**config.mk**
```make
export PLATFORM = sky130hd
export DESIGN_NAME = rssi_window_average_classifier_unit
export DESIGN_NICKNAME = d
export VERILOG_FILES = /design/src/rtl/rwac_pkg.sv /design/src/rtl/rssi_window_average_classifier_unit.sv /design/src/rtl/rwac_lane.sv /design/src/rtl/rwac_merge.sv
export SDC_FILE = /design/constraint.sdc
export NUM_CORES = 1
export LEC_CHECK = 0
export ABC_AREA = 1
export BUFFER_PORTS_ARGS = -buffer_cell sky130_fd_sc_hd__buf_4
export CAP_MARGIN = 40
export CORE_MARGIN = 4
export CORE_UTILIZATION = 62
export DETAILED_ROUTE_END_ITERATION = 6
export PLACE_DENSITY = 0.89
export SYNTH_ARGS = -nofsm -noshare
export SYNTH_HDL_FRONTEND = slang
export SYNTH_SLANG_ARGS = --single-unit
```
**constraint.sdc**
```tcl
create_clock -name clk -period 4.2 [get_ports clk]
set_clock_uncertainty 0.1 [all_clocks]
set_input_delay 0.84 -clock clk [delete_from_list [all_inputs] [get_ports clk]]
set_output_delay 0.84 -clock clk [all_outputs]
set_load 0.02 [all_outputs]
```
**src/rtl/rwac_pkg.sv**
```systemverilog
`default_nettype none

package rwac_pkg;

  // Link class codes as reported in link_class.
  localparam logic [1:0] CLASS_STRONG = 2'd0;
  localparam logic [1:0] CLASS_WEAK   = 2'd1;
  localparam logic [1:0] CLASS_MEDIUM = 2'd2;

  // Number of earlier items needed before a class is reported.
  localparam logic [2:0] CLASS_AFTER = 3'd5;

  // Configuration register indexes.
  localparam logic CFG_STRONG_THRESHOLD = 1'b0;
  localparam logic CFG_WEAK_THRESHOLD   = 1'b1;

  typedef struct packed {
    logic [1:0]        link_class;
    logic              class_valid;
    logic signed [7:0] avg_tx;
    logic signed [7:0] avg_rx;
  } result_t;

  // Control handed from the top level to the merging stage.
  typedef struct packed {
    logic load;
    logic class_en;
  } merge_ctrl_t;

endpackage

`default_nettype wire

```
**src/rtl/rssi_window_average_classifier_unit.sv**
```systemverilog
`default_nettype none

// RSSI window averager and link classifier. Each input transfer carries a
// received and a peer-reported RSSI sample; each produces one output transfer
// with both window averages (sum over the last WINDOW samples divided by
// WINDOW, truncated toward zero) and, from the sixth item on, a link class.
// The first sample pair after reset fills the whole window. The block takes
// one item per clock cycle while the output is not stalled. Each input is
// registered into the lane sums, then the reciprocal products, then the result
// register that drives m_tvalid. The block holds up to three items; once they
// back up behind a stalled output, s_tready stays low. Each sample stream has
// its own lane holding a shift line and a running sum, followed by a reciprocal
// multiply stage; a merging stage compares both averages to the thresholds and
// holds the result register.
module rssi_window_average_classifier_unit
  import rwac_pkg::*;
#(
  parameter int WINDOW = 8
) (
  input  wire        clk,
  input  wire        rst,
  input  wire        cfg_we,
  input  wire        cfg_index,
  input  wire [7:0]  cfg_wdata,
  input  wire        s_tvalid,
  output logic       s_tready,
  input  wire [15:0] s_tdata,   // rx_rssi, tx_rssi
  output logic       m_tvalid,
  input  wire        m_tready,
  output logic [23:0] m_tdata   // avg_rx, avg_tx, class_valid, link_class, zero pad
);

  logic signed [7:0] strong_threshold;
  logic signed [7:0] weak_threshold;
  logic              primed;
  logic [2:0]        seen_count;
  logic              accept;
  logic              v1;
  logic              v1_cls;
  logic              v2;
  logic              v2_cls;
  logic              r2;
  logic              r_out;
  logic              stage_en;
  logic signed [7:0] avg_rx;
  logic signed [7:0] avg_tx;
  merge_ctrl_t       mctrl;
  result_t           result;

  always_ff @(posedge clk) begin
    if (rst) begin
      strong_threshold <= -8'sd60;
      weak_threshold   <= -8'sd90;
    end else if (cfg_we) begin
      case (cfg_index)
        CFG_STRONG_THRESHOLD: strong_threshold <= cfg_wdata;
        CFG_WEAK_THRESHOLD:   weak_threshold   <= cfg_wdata;
        default: ;
      endcase
    end
  end

  assign r_out    = !m_tvalid || m_tready;
  assign r2       = !v2 || r_out;
  assign s_tready = !v1 || r2;
  assign accept   = s_tvalid && s_tready;
  assign stage_en = v1 && r2;

  always_ff @(posedge clk) begin
    if (rst) begin
      primed     <= 1'b0;
      seen_count <= '0;
      v1         <= 1'b0;
      v2         <= 1'b0;
    end else begin
      if (accept) begin
        primed <= 1'b1;
        if (seen_count < CLASS_AFTER) begin
          seen_count <= seen_count + 3'd1;
        end
      end
      if (s_tready) begin
        v1 <= s_tvalid;
      end
      if (r2) begin
        v2 <= v1;
      end
    end
  end

  always_ff @(posedge clk) begin
    if (accept) begin
      v1_cls <= (seen_count >= CLASS_AFTER);
    end
    if (stage_en) begin
      v2_cls <= v1_cls;
    end
  end

  rwac_lane #(.WINDOW(WINDOW)) u_lane_rx (
    .clk      (clk),
    .load     (accept),
    .prime    (!primed),
    .sample   (s_tdata[7:0]),
    .stage_en (stage_en),
    .avg      (avg_rx)
  );

  rwac_lane #(.WINDOW(WINDOW)) u_lane_tx (
    .clk      (clk),
    .load     (accept),
    .prime    (!primed),
    .sample   (s_tdata[15:8]),
    .stage_en (stage_en),
    .avg      (avg_tx)
  );

  assign mctrl.load     = v2 && r_out;
  assign mctrl.class_en = v2_cls;

  rwac_merge u_merge (
    .clk              (clk),
    .rst              (rst),
    .ctrl             (mctrl),
    .avg_rx           (avg_rx),
    .avg_tx           (avg_tx),
    .strong_threshold (strong_threshold),
    .weak_threshold   (weak_threshold),
    .out_ready        (m_tready),
    .out_valid        (m_tvalid),
    .result           (result)
  );

  assign m_tdata = {5'd0, result};

endmodule

`default_nettype wire

```
**src/rtl/rwac_lane.sv**
```systemverilog
`default_nettype none

module rwac_lane
  import rwac_pkg::*;
#(
  parameter int WINDOW = 8
) (
  input  wire               clk,
  input  wire               load,
  input  wire               prime,
  input  wire signed [7:0]  sample,
  input  wire               stage_en,
  output logic signed [7:0] avg
);

  localparam int LOG_W  = (WINDOW > 1) ? $clog2(WINDOW) : 0;
  localparam int SUM_W  = 8 + LOG_W;
  localparam int SHIFT  = SUM_W + LOG_W;
  localparam int MULT   = (2 ** SHIFT + WINDOW - 1) / WINDOW;
  localparam int MULT_W = $clog2(MULT + 1);
  localparam int PROD_W = SUM_W + MULT_W;

  logic signed [7:0]       ring [WINDOW];
  logic signed [SUM_W-1:0] sum;
  logic signed [SUM_W-1:0] sum_next;
  logic signed [SUM_W-1:0] sample_ext;
  logic signed [SUM_W-1:0] oldest_ext;
  logic signed [SUM_W-1:0] win_s;
  logic [SUM_W-1:0]        mag;
  logic [MULT_W-1:0]       mult_c;
  logic [PROD_W-1:0]       prod;
  logic                    neg;
  logic [7:0]              quot;

  assign sample_ext = SUM_W'(sample);
  assign oldest_ext = SUM_W'(ring[WINDOW-1]);
  assign win_s      = SUM_W'(WINDOW);
  assign mult_c     = MULT_W'(MULT);

  // The first sample after reset stands for a full window of itself.
  always_comb begin
    if (prime) begin
      sum_next = sample_ext * win_s;
    end else begin
      sum_next = sum - oldest_ext + sample_ext;
    end
  end

  always_ff @(posedge clk) begin
    if (load) begin
      sum     <= sum_next;
      ring[0] <= sample;
    end
  end

  for (genvar i = 1; i < WINDOW; i++) begin : g_tap
    always_ff @(posedge clk) begin
      if (load) begin
        ring[i] <= prime ? sample : ring[i-1];
      end
    end
  end

  // Truncating division by WINDOW: exact reciprocal multiply on the magnitude.
  assign mag = sum[SUM_W-1] ? SUM_W'(-sum) : SUM_W'(sum);

  always_ff @(posedge clk) begin
    if (stage_en) begin
      prod <= PROD_W'(mag) * PROD_W'(mult_c);
      neg  <= sum[SUM_W-1];
    end
  end

  assign quot = prod[SHIFT +: 8];
  assign avg  = neg ? 8'(-quot) : quot;

endmodule

`default_nettype wire

```
**src/rtl/rwac_merge.sv**
```systemverilog
`default_nettype none

module rwac_merge
  import rwac_pkg::*;
(
  input  wire               clk,
  input  wire               rst,
  input  merge_ctrl_t       ctrl,
  input  wire signed [7:0]  avg_rx,
  input  wire signed [7:0]  avg_tx,
  input  wire signed [7:0]  strong_threshold,
  input  wire signed [7:0]  weak_threshold,
  input  wire               out_ready,
  output logic              out_valid,
  output result_t           result
);

  logic [1:0] cls;

  always_comb begin
    if (!ctrl.class_en) begin
      cls = CLASS_STRONG;
    end else if (avg_rx > strong_threshold && avg_tx > strong_threshold) begin
      cls = CLASS_STRONG;
    end else if (avg_rx < weak_threshold || avg_tx < weak_threshold) begin
      cls = CLASS_WEAK;
    end else begin
      cls = CLASS_MEDIUM;
    end
  end

  always_ff @(posedge clk) begin
    if (rst) begin
      out_valid <= 1'b0;
    end else if (ctrl.load) begin
      out_valid <= 1'b1;
    end else if (out_ready) begin
      out_valid <= 1'b0;
    end
  end

  always_ff @(posedge clk) begin
    if (ctrl.load) begin
      result.avg_rx      <= avg_rx;
      result.avg_tx      <= avg_tx;
      result.class_valid <= ctrl.class_en;
      result.link_class  <= cls;
    end
  end

endmodule

`default_nettype wire

```
==> out/metrics.yaml <==
run_status:
  status: "completed"
place:
  gp_congestion: 0.902
  portBuffers: 50
  place_ws_ns: 1.07
  dp.cells: 1357
  dp_hpwl_mm: 14.1
synth:
  ys_ff_latch: 212
  async_flop_share_pct: 0
  syn-cell-area_um2: 10900
  avgSynthCellArea_um2: 9.93
  yosysUniqueCellTypes: 40
  yosysSeqAreaShare_pct: 56.5
  yosysWarnings: 0
  synth_cells: 1095
  synth_edf_count: 189
  synth-main-ff-cell: "edfxtp_1"
final_layout:
  syn_to_final_growth_pct: 12.3
  antenna_cells: 0
  postLayoutCoreUtil_pct: 70.8
  fin_cells: 1395
  drive_gt1_share_pct: 10.8
  nets: 1264
worst_setup_path:
  max_stage_delay_ns: 0.45
  reg2reg_depth: 18
  cp_data_required_time_ns: 4.35
  worst_path_max_delay_cell: "edfxtp_1"
  crit_arrival_ns: 3.09
  start_kind: "register"
  end_kind: "register"
  crit_path_frequent_cell: "nand2_1"
  critical_path_class: "reg2reg"
  rr_startpoint: "u_lane_rx.prod[14]"
  rr_endpoint: "u_merge.result[18]"
  path_max_fanout: 4
  crit_chain: "inv_1 > ha_1 > nand2_1 > nor2_1 > inv_1 > o31ai_1 > xor2_1 > ha_1 > nand2_1 > nor2_1 > nand4_1 > nand2_1 > inv_1 > nand2_1 > nor2_1 > nand2_1 > nand2_1 > nor2_1"
  timing.reg2reg.setup_slack_ns: 1.27
cts:
  hold_buffers: 0
  cts_buffers: 22
  clk_latency_ns: 0.51
  path_clk_slew_ns: 0.06
  postCtsSetupBuffers: 0
  htree_levels: 1
  cts_tree: "done"
  numClockSinks: 212
  clockBufferDepth: 3
  cts_resized: 0
  root_buffer: "clkbuf_16"
power:
  power_frac_comb_pct: 21.6
  swShare_pct: 29.1
  power_frac_seq_pct: 45.3
  clockPowerShare_pct: 33.1
  total_power_w: 0.00576
  power_density_nw_per_um2: 472
  leakage_nw: 5.63
  ir_worst_vdd_v: 0.000316
  p_int_w: 0.00409
  p_sw_w: 0.00168
routing:
  drc: 0
  drtPass1Iterations: 5
  met3WireLength_mm: 1.33
  wl_per_cell_um: 14.6
  vias: 7490
  vias_per_cell: 5.37
  drt-total-wl_mm: 20.4
  highest_layer: "met4"
  wl_met1_mm: 8.67
  wl_met2_mm: 9.96
  antenna_left: 0
  dr.first_iter.drc_count: 607
min_path:
  min_from: "v1_cls"
  hold_class: "reg2reg"
  worstHoldPathCells: 0
  min_to: "v2_cls"
floorplan:
  start_util_pct: 63.1
  dieWidth_um: 140
  dieArea_um2: 19700
  ios: 56
  row_count: 48
  die-height_um: 140
  core_um2: 17200
sta:
  setup_viol: 0
  finalCritPeriodShare_pct: 69.8
  fin_tns_setup_ns: 0
  layout_setup_ws_ns: 1.27
  fmax_mhz: 341
  drv_slew: 0
  hold_viol_final: 0
  layout_min_cycle_time_ns: 2.93
  rsz0062_at_grt: "false"
  maxSlewHeadroom_pct: 49.5
  tightest_slew_ns: 0.758
global_route:
  grt_pass1_wl_mm: 33.8
  antenna_found_initial: 0
  grt_pass1_vias: 7191
  track_usage_pct: 20.8
  grt-ovfl-total: 0
  grt_max_degree: 86
run:
  drv_cap: 0
[power by group through the flow]
stage	clock network (W)	registers, W	logic [W]
after global routing	0.00203	0.00263	0.00144
final	0.00191	0.00261	0.00125
after global placement	0	0.00265	0.00116
after detailed placement	0	0.00266	0.00123
after floorplan	0	0.00264	0.000938
after CTS	0.00193	0.00261	0.00124
[through the flow]
stage	area [µm²]	hold slack, ns
after global placement	11500	0.303
after global routing	12200	0.333
after floorplan	10900	0.300
final	12200	0.325
after CTS	12200	0.324
after detailed placement	11500	0.310
[sequential cells by signal, summed over array words and instances (netlist names), 11 cells and up]
register	cells
u_merge.result	19
u_lane_rx.ring	64
u_lane_tx.ring	64
u_lane_rx.sum	11
u_lane_tx.sum	11
[worst max path at each step]
stage,start,end,slack (ns),cells past startpoint
6_report,u_lane_rx.prod[14],u_merge.result[18],1.27,18
3_5_place_dp,s_tdata[10],u_lane_tx.sum[5],1.07,10
2_1_floorplan,m_tready,seen_count[1],0.73,9
3_3_place_gp,s_tdata[10],u_lane_tx.sum[5],1.08,10
4_1_cts,u_lane_rx.prod[14],u_merge.result[17],1.29,18
5_1_grt,u_lane_rx.prod[14],u_merge.result[17],1.0,18
[cells in the mapped netlist, types with 3 or more instances]
master | number | area share [%]
buf_2 | 14 | 0.64
buf_4 | 5 | 0.35
xnor2_1 | 9 | 0.73
o31ai_1 | 4 | 0.28
a21oi_1 | 42 | 1.9
o211ai_1 | 7 | 0.48
inv_1 | 154 | 5.3
a31oi_1 | 3 | 0.17
nand3_1 | 27 | 1.2
nor2_1 | 47 | 1.6
nor2_2 | 5 | 0.29
inv_2 | 10 | 0.35
dfxtp_1 | 23 | 4.2
nand2_2 | 7 | 0.40
xor2_1 | 20 | 1.6
o21ai_1 | 23 | 1.1
nand4_1 | 3 | 0.17
nor3_1 | 4 | 0.18
nor3_2 | 3 | 0.28
ha_1 | 58 | 6.7
clkbuf_1 | 5 | 0.17
a21o_1 | 3 | 0.21
o21ai_0 | 26 | 1.2
edfxtp_1 | 189 | 52
o21bai_1 | 3 | 0.21
nand2_1 | 363 | 13
fa_1 | 20 | 3.7
[layout make-up]
class / instances / area (µm²)
Tap cell: 225 / 282
Clock inverter: 11 / 100
Inverter: 164 / 621
Timing Repair Buffer: 58 / 475
Sequential cell: 212 / 6140
Multi-Input combinational cell: 698 / 4000
Clock buffer: 27 / 591
Fill cell: 1145 / 5030
[cell families (layout without fill, tap and decap cells)]
logic type / after synthesis / count (layout) / share of synthesized area (%)
other: 1 / 5 / 0.0345
AND/OR/NAND/NOR: 468 / 468 / 17.7
buffers and inverters: 189 / 260 / 6.90
AO/OA/AOI/OAI: 116 / 116 / 5.95
flip-flops: 212 / 212 / 56.5
adder cells (fa/ha/maj): 78 / 78 / 10.4
XOR/XNOR: 31 / 31 / 2.64
[critical path, delay by kind of cell (launching register included)]
family | cells | cell delay, ns
DFF | 1 | 0.45
AOI/OAI and AO/OA | 1 | 0.24
buffers and inverters | 3 | 0.21
adders and majority gates | 2 | 0.46
and+or+nand+nor | 11 | 0.85
xor gates and xnor gates | 1 | 0.37
[routing by layer]
metal  vias up  GRT usage (%)
met2       227           34.0
met4         0           6.73
met1      3530           28.6
li1       3686              -
met3        47           3.72
met5         -              0
[cell usage in the layout, fill, tap and decap left out, drive strengths merged]
cell type,instances
nand4,5
nand3,29
ha,58
nor2,54
fa,20
conb,5
o31ai,5
a21boi,2
clkbuf,27
a21oi,43
dfxtp,23
o21ai,50
bufinv,2
and2,2
inv,164
xnor2,9
xor2,22
nor3,7
o21bai,3
a21o,3
a31oi,3
edfxtp,189
nand2,370
or2,1
o211ai,7
buf,58
clkinv,9
Power figures use the tool's default switching activity.
